[src/rtl/jpp_pkg.sv]
// jpp_pkg: types, character codes and the microcode table of the json pretty printer
// no dependencies; used by jpp_decode and json_pretty_printer
`default_nettype none

package jpp_pkg;

	localparam int LevelW = 6;
	localparam int PcW    = 7;

	localparam logic [7:0] CH_TAB    = 8'h09;
	localparam logic [7:0] CH_NL     = 8'h0a;
	localparam logic [7:0] CH_SPACE  = 8'h20;
	localparam logic [7:0] CH_QUOTE  = 8'h22;
	localparam logic [7:0] CH_COMMA  = 8'h2c;
	localparam logic [7:0] CH_ZERO   = 8'h30;
	localparam logic [7:0] CH_ONE    = 8'h31;
	localparam logic [7:0] CH_TWO    = 8'h32;
	localparam logic [7:0] CH_THREE  = 8'h33;
	localparam logic [7:0] CH_FOUR   = 8'h34;
	localparam logic [7:0] CH_COLON  = 8'h3a;
	localparam logic [7:0] CH_LBRACK = 8'h5b;
	localparam logic [7:0] CH_BSLASH = 8'h5c;
	localparam logic [7:0] CH_RBRACK = 8'h5d;
	localparam logic [7:0] CH_M      = 8'h6d;
	localparam logic [7:0] CH_LBRACE = 8'h7b;
	localparam logic [7:0] CH_RBRACE = 8'h7d;
	localparam logic [7:0] CH_ESC    = 8'h1b;

	// program entry points
	localparam logic [PcW-1:0] PC_DROP  = 7'd0;
	localparam logic [PcW-1:0] PC_PLAIN = 7'd1;
	localparam logic [PcW-1:0] PC_SCLOS = 7'd3;
	localparam logic [PcW-1:0] PC_OPEN  = 7'd10;
	localparam logic [PcW-1:0] PC_CLOSE = 7'd24;
	localparam logic [PcW-1:0] PC_COLON = 7'd38;
	localparam logic [PcW-1:0] PC_SOPEN = 7'd51;
	localparam logic [PcW-1:0] PC_EOT   = 7'd58;

	typedef enum logic [1:0] {
		OP_END,
		OP_IN,
		OP_LIT,
		OP_TABS
	} op_t;

	typedef struct packed {
		op_t        op;
		logic       color;
		logic [7:0] lit;
	} ucode_t;

	typedef struct packed {
		logic [LevelW-1:0] level;
		logic              in_str;
		logic              esc;
	} state_t;

	function automatic ucode_t ucode(input logic [PcW-1:0] pc);
		ucode_t w;
		w = '{op: OP_END, color: 1'b0, lit: 8'h00};
		case (pc)
			// plain byte
			7'd1:  w = '{OP_IN,   1'b0, 8'h00};
			7'd2:  w = '{OP_END,  1'b0, 8'h00};
			// closing quote, then blue
			7'd3:  w = '{OP_IN,   1'b0, 8'h00};
			7'd4:  w = '{OP_LIT,  1'b1, CH_ESC};
			7'd5:  w = '{OP_LIT,  1'b1, CH_LBRACK};
			7'd6:  w = '{OP_LIT,  1'b1, CH_THREE};
			7'd7:  w = '{OP_LIT,  1'b1, CH_FOUR};
			7'd8:  w = '{OP_LIT,  1'b1, CH_M};
			7'd9:  w = '{OP_END,  1'b0, 8'h00};
			// opening brace or bracket, comma
			7'd10: w = '{OP_LIT,  1'b1, CH_ESC};
			7'd11: w = '{OP_LIT,  1'b1, CH_LBRACK};
			7'd12: w = '{OP_LIT,  1'b1, CH_THREE};
			7'd13: w = '{OP_LIT,  1'b1, CH_TWO};
			7'd14: w = '{OP_LIT,  1'b1, CH_M};
			7'd15: w = '{OP_IN,   1'b0, 8'h00};
			7'd16: w = '{OP_LIT,  1'b0, CH_NL};
			7'd17: w = '{OP_TABS, 1'b0, CH_TAB};
			7'd18: w = '{OP_LIT,  1'b1, CH_ESC};
			7'd19: w = '{OP_LIT,  1'b1, CH_LBRACK};
			7'd20: w = '{OP_LIT,  1'b1, CH_THREE};
			7'd21: w = '{OP_LIT,  1'b1, CH_FOUR};
			7'd22: w = '{OP_LIT,  1'b1, CH_M};
			7'd23: w = '{OP_END,  1'b0, 8'h00};
			// closing brace or bracket
			7'd24: w = '{OP_LIT,  1'b0, CH_NL};
			7'd25: w = '{OP_TABS, 1'b0, CH_TAB};
			7'd26: w = '{OP_LIT,  1'b1, CH_ESC};
			7'd27: w = '{OP_LIT,  1'b1, CH_LBRACK};
			7'd28: w = '{OP_LIT,  1'b1, CH_THREE};
			7'd29: w = '{OP_LIT,  1'b1, CH_TWO};
			7'd30: w = '{OP_LIT,  1'b1, CH_M};
			7'd31: w = '{OP_IN,   1'b0, 8'h00};
			7'd32: w = '{OP_LIT,  1'b1, CH_ESC};
			7'd33: w = '{OP_LIT,  1'b1, CH_LBRACK};
			7'd34: w = '{OP_LIT,  1'b1, CH_THREE};
			7'd35: w = '{OP_LIT,  1'b1, CH_FOUR};
			7'd36: w = '{OP_LIT,  1'b1, CH_M};
			7'd37: w = '{OP_END,  1'b0, 8'h00};
			// colon
			7'd38: w = '{OP_LIT,  1'b1, CH_ESC};
			7'd39: w = '{OP_LIT,  1'b1, CH_LBRACK};
			7'd40: w = '{OP_LIT,  1'b1, CH_THREE};
			7'd41: w = '{OP_LIT,  1'b1, CH_TWO};
			7'd42: w = '{OP_LIT,  1'b1, CH_M};
			7'd43: w = '{OP_IN,   1'b0, 8'h00};
			7'd44: w = '{OP_LIT,  1'b0, CH_SPACE};
			7'd45: w = '{OP_LIT,  1'b1, CH_ESC};
			7'd46: w = '{OP_LIT,  1'b1, CH_LBRACK};
			7'd47: w = '{OP_LIT,  1'b1, CH_THREE};
			7'd48: w = '{OP_LIT,  1'b1, CH_FOUR};
			7'd49: w = '{OP_LIT,  1'b1, CH_M};
			7'd50: w = '{OP_END,  1'b0, 8'h00};
			// opening quote
			7'd51: w = '{OP_LIT,  1'b1, CH_ESC};
			7'd52: w = '{OP_LIT,  1'b1, CH_LBRACK};
			7'd53: w = '{OP_LIT,  1'b1, CH_THREE};
			7'd54: w = '{OP_LIT,  1'b1, CH_ONE};
			7'd55: w = '{OP_LIT,  1'b1, CH_M};
			7'd56: w = '{OP_IN,   1'b0, 8'h00};
			7'd57: w = '{OP_END,  1'b0, 8'h00};
			// end of text
			7'd58: w = '{OP_LIT,  1'b1, CH_ESC};
			7'd59: w = '{OP_LIT,  1'b1, CH_LBRACK};
			7'd60: w = '{OP_LIT,  1'b1, CH_ZERO};
			7'd61: w = '{OP_LIT,  1'b1, CH_M};
			7'd62: w = '{OP_LIT,  1'b0, CH_NL};
			7'd63: w = '{OP_TABS, 1'b0, CH_TAB};
			7'd64: w = '{OP_END,  1'b0, 8'h00};
			default: w = '{OP_END, 1'b0, 8'h00};
		endcase
		return w;
	endfunction

endpackage

`default_nettype wire

[src/rtl/jpp_ifs.sv]
// jpp_ifs: valid/ready channel interfaces for the json pretty printer
// no dependencies
`default_nettype none

interface jpp_text_if;
	logic       valid;
	logic       ready;
	logic [7:0] text_byte;
	logic       end_of_text;

	modport source (output valid, output text_byte, output end_of_text, input ready);
	modport sink (input valid, input text_byte, input end_of_text, output ready);
endinterface

interface jpp_pretty_if;
	logic       valid;
	logic       ready;
	logic [7:0] out_byte;
	logic       last_of_run;

	modport source (output valid, output out_byte, output last_of_run, input ready);
	modport sink (input valid, input out_byte, input last_of_run, output ready);
endinterface

`default_nettype wire

[src/rtl/jpp_decode.sv]
// jpp_decode: classifies one input byte, picks the microcode entry and the next state
// depends on jpp_pkg
`default_nettype none

module jpp_decode #(
	parameter int MAX_DEPTH = 32
) (
	input  wire logic [7:0]           text_byte,
	input  wire logic                 end_of_text,
	input  wire jpp_pkg::state_t      cur,
	output jpp_pkg::state_t           nxt,
	output logic [jpp_pkg::PcW-1:0]   entry,
	output logic [jpp_pkg::LevelW-1:0] tabs
);

	localparam logic [jpp_pkg::LevelW-1:0] MaxLvl = jpp_pkg::LevelW'(MAX_DEPTH);

	always_comb begin
		nxt   = cur;
		entry = jpp_pkg::PC_PLAIN;
		if (end_of_text) begin
			entry = jpp_pkg::PC_EOT;
			nxt   = '0;
		end else if (cur.in_str) begin
			if (cur.esc) begin
				nxt.esc = 1'b0;
			end else if (text_byte == jpp_pkg::CH_BSLASH) begin
				nxt.esc = 1'b1;
			end else if (text_byte == jpp_pkg::CH_QUOTE) begin
				nxt.in_str = 1'b0;
				entry      = jpp_pkg::PC_SCLOS;
			end
		end else begin
			case (text_byte)
				jpp_pkg::CH_SPACE, jpp_pkg::CH_TAB, jpp_pkg::CH_NL: begin
					entry = jpp_pkg::PC_DROP;
				end
				jpp_pkg::CH_LBRACE, jpp_pkg::CH_LBRACK: begin
					if (cur.level < MaxLvl)
						nxt.level = cur.level + 1'b1;
					entry = jpp_pkg::PC_OPEN;
				end
				jpp_pkg::CH_RBRACE, jpp_pkg::CH_RBRACK: begin
					if (cur.level != '0)
						nxt.level = cur.level - 1'b1;
					entry = jpp_pkg::PC_CLOSE;
				end
				jpp_pkg::CH_COMMA: begin
					entry = jpp_pkg::PC_OPEN;
				end
				jpp_pkg::CH_COLON: begin
					entry = jpp_pkg::PC_COLON;
				end
				jpp_pkg::CH_QUOTE: begin
					nxt.in_str = 1'b1;
					nxt.esc    = 1'b0;
					entry      = jpp_pkg::PC_SOPEN;
				end
				default: begin
					entry = jpp_pkg::PC_PLAIN;
				end
			endcase
		end
		// end of text indents at the level it ends
		tabs = end_of_text ? cur.level : nxt.level;
	end

endmodule

`default_nettype wire

[src/rtl/json_pretty_printer.sv]
// Pretty printer for JSON text. Each input transaction starts a short microcode
// program that emits at most one byte per step. Color steps are stepped through
// even when colors are off, the tab step emits one tab per level, and a new item
// is taken only after the program of the last one has reached its end step. The
// output register stalls the program only while its byte is not taken.
// depends on jpp_pkg, jpp_ifs, jpp_decode
`default_nettype none

module json_pretty_printer #(
	parameter int MAX_DEPTH = 32
) (
	input  wire logic       clk,
	input  wire logic       arst_n,
	jpp_text_if.sink        text,
	jpp_pretty_if.source    pretty,
	input  wire logic       cfg_wr_en,
	input  wire logic       cfg_wr_data
);

	jpp_pkg::state_t                st_q;
	jpp_pkg::state_t                st_nxt;
	logic [jpp_pkg::PcW-1:0]        entry;
	logic [jpp_pkg::LevelW-1:0]     tabs_nxt;
	logic [jpp_pkg::LevelW-1:0]     tabs_q;
	logic [jpp_pkg::LevelW-1:0]     cnt_q;
	logic [jpp_pkg::PcW-1:0]        pc_q;
	logic [7:0]                     byte_q;
	logic                           busy_q;
	logic                           color_q;
	logic                           hold_v_q;
	logic [7:0]                     hold_q;
	logic                           out_v_q;
	logic [7:0]                     out_byte_q;
	logic                           out_last_q;

	jpp_pkg::ucode_t                uw;
	logic                           emit;
	logic [7:0]                     emit_byte;
	logic                           is_end;
	logic                           push;
	logic                           adv;
	logic                           accept;

	jpp_decode #(
		.MAX_DEPTH(MAX_DEPTH)
	) u_decode (
		.text_byte  (text.text_byte),
		.end_of_text(text.end_of_text),
		.cur        (st_q),
		.nxt        (st_nxt),
		.entry      (entry),
		.tabs       (tabs_nxt)
	);

	assign text.ready         = !busy_q;
	assign accept             = text.valid && !busy_q;
	assign pretty.valid       = out_v_q;
	assign pretty.out_byte    = out_byte_q;
	assign pretty.last_of_run = out_last_q;

	always_comb begin
		uw        = jpp_pkg::ucode(pc_q);
		is_end    = (uw.op == jpp_pkg::OP_END);
		emit      = 1'b0;
		emit_byte = uw.lit;
		unique case (uw.op)
			jpp_pkg::OP_IN: begin
				emit      = 1'b1;
				emit_byte = byte_q;
			end
			jpp_pkg::OP_LIT: begin
				emit = !uw.color || color_q;
			end
			jpp_pkg::OP_TABS: begin
				emit = (cnt_q < tabs_q);
			end
			jpp_pkg::OP_END: begin
				emit = 1'b0;
			end
			default: begin
				emit = 1'b0;
			end
		endcase
		// the held byte leaves when the next one arrives or the program ends
		push = busy_q && hold_v_q && (emit || is_end);
		adv  = busy_q && (!push || !out_v_q || pretty.ready);
	end

	always_ff @(posedge clk or negedge arst_n) begin
		if (!arst_n) begin
			st_q     <= '0;
			busy_q   <= 1'b0;
			color_q  <= 1'b0;
			hold_v_q <= 1'b0;
			out_v_q  <= 1'b0;
			pc_q     <= jpp_pkg::PC_DROP;
			cnt_q    <= '0;
			tabs_q   <= '0;
		end else begin
			if (cfg_wr_en)
				color_q <= cfg_wr_data;
			if (adv && push)
				out_v_q <= 1'b1;
			else if (out_v_q && pretty.ready)
				out_v_q <= 1'b0;
			if (accept) begin
				st_q   <= st_nxt;
				pc_q   <= entry;
				tabs_q <= tabs_nxt;
				cnt_q  <= '0;
				busy_q <= 1'b1;
			end
			if (adv) begin
				if (emit)
					hold_v_q <= 1'b1;
				else if (is_end)
					hold_v_q <= 1'b0;
				if (is_end) begin
					busy_q <= 1'b0;
				end else if (uw.op == jpp_pkg::OP_TABS && emit) begin
					cnt_q <= cnt_q + 1'b1;
				end else begin
					pc_q  <= pc_q + 1'b1;
					cnt_q <= '0;
				end
			end
		end
	end

	always_ff @(posedge clk) begin
		if (accept)
			byte_q <= text.text_byte;
		if (adv && emit)
			hold_q <= emit_byte;
		if (adv && push) begin
			out_byte_q <= hold_q;
			out_last_q <= is_end;
		end
	end

endmodule

`default_nettype wire

[src/flat_wrapper.sv]
// flat-port wrapper written by rule: the top's interface ports become plain ports
module json_pretty_printer_flat 
#(
	parameter int MAX_DEPTH = 32
)
  (clk, arst_n, cfg_wr_en, cfg_wr_data, text_valid, text_text_byte, text_end_of_text, text_ready, pretty_valid, pretty_out_byte, pretty_last_of_run, pretty_ready);
  jpp_text_if text_i ();
  jpp_pretty_if pretty_i ();
  input  wire logic clk;
  input  wire logic arst_n;
  input  wire logic cfg_wr_en;
  input  wire logic cfg_wr_data;
  input wire logic [$bits(text_i.valid)-1:0] text_valid;
  input wire logic [$bits(text_i.text_byte)-1:0] text_text_byte;
  input wire logic [$bits(text_i.end_of_text)-1:0] text_end_of_text;
  output wire logic [$bits(text_i.ready)-1:0] text_ready;
  output wire logic [$bits(pretty_i.valid)-1:0] pretty_valid;
  output wire logic [$bits(pretty_i.out_byte)-1:0] pretty_out_byte;
  output wire logic [$bits(pretty_i.last_of_run)-1:0] pretty_last_of_run;
  input wire logic [$bits(pretty_i.ready)-1:0] pretty_ready;
  assign text_i.valid = text_valid;
  assign text_i.text_byte = text_text_byte;
  assign text_i.end_of_text = text_end_of_text;
  assign text_ready = text_i.ready;
  assign pretty_valid = pretty_i.valid;
  assign pretty_out_byte = pretty_i.out_byte;
  assign pretty_last_of_run = pretty_i.last_of_run;
  assign pretty_i.ready = pretty_ready;
  json_pretty_printer #(.MAX_DEPTH(MAX_DEPTH)) u_core (.clk(clk), .arst_n(arst_n), .text(text_i), .pretty(pretty_i), .cfg_wr_en(cfg_wr_en), .cfg_wr_data(cfg_wr_data));
endmodule
[config.mk]
export PLATFORM = sky130hd
export DESIGN_NAME = json_pretty_printer_flat
export DESIGN_NICKNAME = d
export VERILOG_FILES = /design/src/rtl/jpp_pkg.sv /design/src/rtl/jpp_ifs.sv /design/src/rtl/jpp_decode.sv /design/src/rtl/json_pretty_printer.sv /design/src/flat_wrapper.sv
export SDC_FILE = /design/constraint.sdc
export NUM_CORES = 1
export LEC_CHECK = 0
export BUFFER_PORTS_ARGS = -buffer_cell sky130_fd_sc_hd__buf_4
export CORE_MARGIN = 2
export CORE_UTILIZATION = 62
export DETAILED_ROUTE_END_ITERATION = 8
export GPL_TIMING_DRIVEN = 0
export PLACE_DENSITY = 0.9
export SLEW_MARGIN = 20
export SYNTH_ARGS = -nofsm -noshare
export SYNTH_HDL_FRONTEND = slang
export SYNTH_SLANG_ARGS = --single-unit
export TNS_END_PERCENT = 100
[constraint.sdc]
create_clock -name clk -period 3.9 [get_ports clk]
set_clock_uncertainty 0.15 [all_clocks]
set_input_delay 0.195 -clock clk [delete_from_list [all_inputs] [get_ports clk]]
set_output_delay 0.195 -clock clk [all_outputs]
set_load 0.1 [all_outputs]
Word-level counts from Yosys, hierarchy flattened
Memory sizes are Yosys's and may differ from the RTL's.
Index checks and enable logic that the tools add are counted.
{ "op_classes": {"order_cmp": 2, "n_eq_ne": 14, "mux": 36, "n_reduce_logical": 27, "add_sub_neg": 4} }
{ "op_table": {"columns": ["cell", "count"], "rows": [
  ["2-to-1 mux 7 bit", 8],
  ["2-to-1 mux 6 bit", 8],
  ["== test 8 x 7 -> 1 bit (second input constant)", 5],
  ["== test 8 x 6 -> 1 bit (second input constant)", 4],
  ["case mux 6 bit (5 select lines)", 1],
  ["== test 8 x 4 -> 1 bit (second input constant)", 2],
  ["2-to-1 mux 8 bit", 2],
  ["adder 6 x 1 -> 6 bit (second input constant)", 2],
  ["2-to-1 mux 1 bit", 12],
  ["case mux 6 bit (2 select lines)", 1],
  ["logical AND 1 bit", 8],
  ["adder 7 x 1 -> 7 bit (second input constant)", 1],
  ["< comparator 6 bit", 1],
  ["< comparator 6 bit (second input constant)", 1],
  ["2-to-1 mux 2 bit", 3],
  ["nonzero test 6 bit", 1],
  ["OR reduction 3 bit", 2],
  ["subtractor 6 x 1 -> 6 bit (second input constant)", 1],
  ["== test 2 bit (second input constant)", 2],
  ["logical NOT 1 bit", 4],
  ["logical OR 1 bit", 4],
  ["case mux 1 bit (4 select lines)", 1],
  ["AND reduction 2 bit", 2],
  ["nonzero test 2 bit", 2],
  ["4 further kinds", 5]
]} }
{ "totals": {"word_cells": 98, "rom_bits": 1280, "out_inout_bits": 11, "ff_bits": 56, "inputBits": 15, "memories": 1} }
{ "memory_table": {"columns": ["memory", "depth", "word_bits", "read_ports", "rd_ports_with_merged_regs", "wr", "line_no", "rtl"], "rows": [
  ["(name not given)", 128, 10, 1, 0, 0, "jpp_pkg.sv:61", "case (pc)"]
]} }

Longest topological paths before layout
An unclocked memory read counts as a cell.
{ "logic_depth": {"ltp_word": 12, "ltp_mapped": 11, "ltp_nobuf": 9} }

Cells and area by module
A second synthesis with hierarchy kept.
{ "unflattened": {"cells_unflattened": 498, "hier_area_um2": 4221.5} }
{ "by_module_without_submodules": {"columns": ["mod", "cells_per_inst", "area_per_inst_um2", "instances", "seq_area_each_um2"], "rows": [
  ["json_pretty_printer", 377, 3492.1, 1, 1526.5],
  ["jpp_decode", 121, 729.4, 1, 0.0]
]} }

Least setup slack after synthesis
No wires, ideal clock.
{ "synth_timing": {"path_kind": "register to register", "from": "register u_core.pc_q[0] (netlist bit)", "to": "register u_core.hold_q[0], enable pin", "path_buffers": 1, "setup_slack_ns": 0.691, "required_time_ns": 3.362, "setup_time_ns": 0.388, "period_less_slack_ns": 3.209, "path_stages_with_launch": 9, "arrival_ns": 2.671, "cell_sequence": "dfrtp_1 inv_1 ha_1 buf_2 or3b_2 o211a_1 o211ai_1 nand3_1 a21boi_0"} }
{ "synth_between": {"elab_chain_len": 11, "word_cells_on_any_way": 15, "cone_classes": "3 x eq/ne; 1 x mux; 10 x reduce/logical; 1 x memory"} }
{ "synth_rtl": {"columns": ["element", "line_no", "rtl"], "rows": [
  ["start: declaration", "json_pretty_printer.sv:26", "logic [jpp_pkg::PcW-1:0] pc_q;"],
  ["start signal: assignment", "json_pretty_printer.sv:96", "pc_q <= jpp_pkg::PC_DROP;"],
  ["start signal: assignment", "json_pretty_printer.sv:108", "pc_q <= entry;"],
  ["start signal: assignment", "json_pretty_printer.sv:123", "pc_q <= pc_q + 1'b1;"],
  ["memory (128 x 10 bit) *", null, null],
  ["logical NOT 1 bit", "json_pretty_printer.sv:72", "emit = !uw.color || color_q;"],
  ["logical OR 1 bit", "json_pretty_printer.sv:72", null],
  ["case mux 1 bit (4 select lines)", "json_pretty_printer.sv:66", "unique case (uw.op)"],
  ["logical OR 1 bit", "json_pretty_printer.sv:85", "push = busy_q && hold_v_q && (emit || is_end);"],
  ["logical AND 1 bit", "json_pretty_printer.sv:85", null],
  ["logical NOT 1 bit", "json_pretty_printer.sv:86", "adv = busy_q && (!push || !out_v_q || pretty.ready);"],
  ["logical OR 1 bit (2 in a row)", "json_pretty_printer.sv:86", null],
  ["logical AND 1 bit", "json_pretty_printer.sv:86", null],
  ["logical AND 1 bit *", "json_pretty_printer.sv:133", "if (adv && emit)"],
  ["end signal: assignment", "json_pretty_printer.sv:134", "hold_q <= emit_byte;"],
  ["end: declaration", "json_pretty_printer.sv:31", "logic [7:0] hold_q;"]
]} }
Every way passes the cells marked *; elsewhere a longest branch is shown, timed or not.
A chain may end at the register's enable or synchronous reset.

Final worst setup path
{ "layout_timing": {"from": "register u_core.pc_q[2] (netlist bit)", "to": "register u_core.out_last_q (netlist: u_core.pretty.last_of_run), enable pin"} }
{ "layout_between": {"elab_chain_len": 11, "word_cells_on_any_way": 15, "cone_classes": "3 x eq/ne; 1 x mux; 10 x reduce/logical; 1 x memory"} }
{ "layout_rtl": {"columns": ["element", "line_no", "rtl"], "rows": [
  ["memory (128 x 10 bit) *", null, null],
  ["logical NOT 1 bit", "json_pretty_printer.sv:72", null],
  ["logical OR 1 bit", "json_pretty_printer.sv:72", null],
  ["case mux 1 bit (4 select lines)", "json_pretty_printer.sv:66", null],
  ["logical OR 1 bit *", "json_pretty_printer.sv:85", null],
  ["logical AND 1 bit *", "json_pretty_printer.sv:85", null],
  ["logical NOT 1 bit", "json_pretty_printer.sv:86", null],
  ["logical OR 1 bit (2 in a row)", "json_pretty_printer.sv:86", null],
  ["logical AND 1 bit", "json_pretty_printer.sv:86", null],
  ["logical AND 1 bit *", "json_pretty_printer.sv:135", "if (adv && push) begin"],
  ["end signal: assignment", "json_pretty_printer.sv:137", "out_last_q <= is_end;"],
  ["end: declaration", "json_pretty_printer.sv:34", "logic out_last_q;"]
]} }
Marks and branches as above.

==> flow_metrics.tcl <==
set metrics [dict create \
    layout_commonest_cell "o21ai_0" \
    synth_top_family_by_area "compound AO/OA/AOI/OAI gates" \
    cts-htree-levels 2 \
    critPathLaunchType "flip-flop" \
    hold_path_class "in -> reg" \
    gp_congestion 1.05 \
    cts_setup_buffers 0 \
    grt_overflow 0 \
    clock_latency_ns 0.32 \
    drive_gt1_share_pct 10.4 \
    worstSetupPathType "reg -> reg" \
    syn_nets 511 \
    drc_errors 0 \
    synth_warnings 0 \
    io_buffers 25 \
    cts_num_sinks 56 \
    drt-total-wl_um 10900 \
    setup_violations 0 \
    synth_cells 474 \
    hpwl_um 7840 \
    cts_tree "done" \
    hold_viol 0 \
    fin_crit_sh_pct 94.5 \
    fin_nets 554 \
    rows 29 \
    status "complete, no violations" \
    layout_common_cells "o21ai_0, nand2_1, nor2_1" \
    regArea_mm2 0.00153 \
    fin_crit_ns 3.68 \
    cp_max_fo 11 \
    finalMaxSlewViolations 0 \
    multi_input_area_mm2 0.00241 \
    drv_cap 0 \
    peakVddDrop_v 0.000870 \
    critPathMaxStageDelay_ns 0.61 \
    worstPathArrival_ns 3.51 \
    wl_per_cell_um 18.3 \
    worstMarginPinSlew_ns 0.872 \
    grt_pass1_wl_um 17700 \
    synth_fa_ha_area_share_pct 6.69 \
    drt_iter0_drc 660 \
    cts.path.max_buffers 2 \
    max_freq_mhz 271 \
    path_cells "buf_2 -> clkinv_1 -> ha_1 -> o211a_1 -> o211ai_1 -> nor2_1 -> o21ai_0 -> nand3_1 -> nor2b_2" \
    synth.avg_cell_area_um2 8.68 \
    slowest_stage "dfrtp_1" \
    power_density_mw_per_mm2 861 \
    synth_mux_area_share_pct 3.62 \
    synthSimpleGateAreaFrac_pct 20.7 \
    path_clk_slew_ns 0.11 \
    antenna_left 0 \
    synth_seq_area_share_pct 37.1 \
    power.leakage_nw 1.85 \
    final_util_pct 72.3 \
    area_growth_pct 12.1 \
    yosys-top-cells-area "dfrtp_1, edfxtp_1, ha_1" \
    synth_seq_cells 56 \
    slew_headroom_pct 41.9 \
    start_util_pct 64.5 \
    antenna_found_initial 0 \
    antennaDiodeCount 0 \
    finalPower_mw 3.98 \
    synth_top_cell_area_share_pct 18.8 \
    vias 4062 \
    cts-root-buf "clkbuf_8" \
    ios 26 \
    die_w_um 85.5 \
    rsz0062_at_grt "false" \
    netlist-cell-type-count 64 \
    crit_path_end_kind "flip-flop" \
    synthArstFlopShare_pct 55.4 \
    crit_required_ns 3.73 \
    synth_edf_count 25 \
    via_per_inst 6.83 \
    grt_start_max_net_pins 32 \
    first_global_vias 3749 \
    tns_ns 0 \
    synth_compound_area_share_pct 26.4 \
    dr.pass1.iters 6 \
    synth_ff_type "dfrtp_1" \
    track_usage_pct 30.0 \
    synthXorXnorAreaFrac_pct 1.06 \
    synth_top_area_cell "dfrtp_1" \
    die_area_mm2 0.00731 \
    cts_buffers 5 \
    die_h_um 85.5 \
    syn_area_mm2 0.00412 \
    core_mm2 0.00639 \
    fill_cells 493 \
]
## logic make-up after synthesis
logic type	after synthesis
AOI/OAI and AO/OA	161
DFF	56
xor gates and xnor gates	5
muxes	12
buffers and inverters	47
and+or+nand+nor	171
adders and majority gates	22
## worst paths after layout
path	startpoint	end	slack [ns]	cells after the start
max in group asynchronous	arst_n	u_core.st_q[4]	3.09	2
hold / removal	pretty_ready	u_core.pretty.valid	0.08	3
min in group asynchronous	arst_n	u_core.cnt_q[5]	0.19	2
setup / recovery	u_core.pc_q[2]	u_core.pretty.last_of_run	0.22	9
setup reg to reg	u_core.pc_q[2]	u_core.pretty.last_of_run	0.22	9
hold reg to reg	u_core.hold_q[1]	u_core.pretty.out_byte[1]	0.28	0
## repair_timing
item                                    in CTS  in global routing
endpoints found under the setup margin       0                 13
resized for setup                            0                  2
hold endpoints to repair                    40                  0
hold buffers                                11                  0
## routing by layer
metal	GRT usage, %	part of all wire (%)	vias to the layer above
li1	-	-	1861
met1	41.2	40	1887
met2	48.4	47	277
met3	5.93	11	37
met4	8.95	2.4	0
met5	0	0	-
## worst max-delay path, delay by kind of cell (launching register included)
kind / cells / cell delay, ns
simple gates: 3 / 0.62
fa+ha+maj: 1 / 0.46
compound gates: 3 / 0.82
flops: 1 / 0.61
buf+inv: 2 / 0.70
## area by class of cell
cell class                      count  share of cell area [%]
Inverter                           16                    1.30
Multi-Input combinational cell    371                    52.3
Clock buffer                        5                    1.49
Tap cell                           77                    2.09
Buffer                             31                    2.71
Sequential cell                    56                    33.1
Clock inverter                      3                   0.596
Timing Repair Buffer               36                    6.45
## state kept, by name (all words and copies together) (netlist names)
signal / cells
u_core.pretty.last_of_run: 1
u_core.pretty.out_byte: 8
u_core.cnt_q: 6
u_core.pc_q: 7
u_core.pretty.valid: 1
u_core.tabs_q: 6
u_core.byte_q: 8
u_core.busy_q: 1
u_core.hold_v_q: 1
u_core.color_q: 1
u_core.hold_q: 8
u_core.st_q: 8
## per-stage QoR
step | instance area [µm²] | setup slack (ns) | hold slack, ns | cells
4_1_cts | 4610 | 0.0801 | 0.0733 | 595
3_3_place_gp | 4400 | 0.154 | 0.00621 | 576
6_report | 4620 | 0.216 | 0.0836 | 595
5_1_grt | 4620 | 0.0864 | 0.0947 | 595
3_5_place_dp | 4400 | 0.113 | 0.0144 | 576
2_1_floorplan | 4120 | 0.691 | -0.251 | 474
## synth_stat cells (all sizes together) (4+ instances only)
cell type and instances:
nor3 16, o31ai 5, o21ai 51, a211oi 9
or3b 4, nand2 46, a21oi 30, inv 15
mux2i 7, nand3 15, clkbuf 23, nand2b 10
nor2b 6, nor2 44, o22ai 4, a211o 5
nor4 4, buf 8, a21o 6, ha 22
a22o 7, or3 4, xnor2 4, dfrtp 31
and3 4, a22oi 4, edfxtp 25, o211ai 8
## where the power goes
group	internal, mW	leakage, nW	switching [mW]	total (mW)
clock network	0.132	0.0463	0.203	0.336
registers	0.891	0.637	0.134	1.03
logic	0.846	1.17	1.77	2.61
total	1.87	1.85	2.11	3.98
No activity file was read; power rests on OpenSTA's default activity.
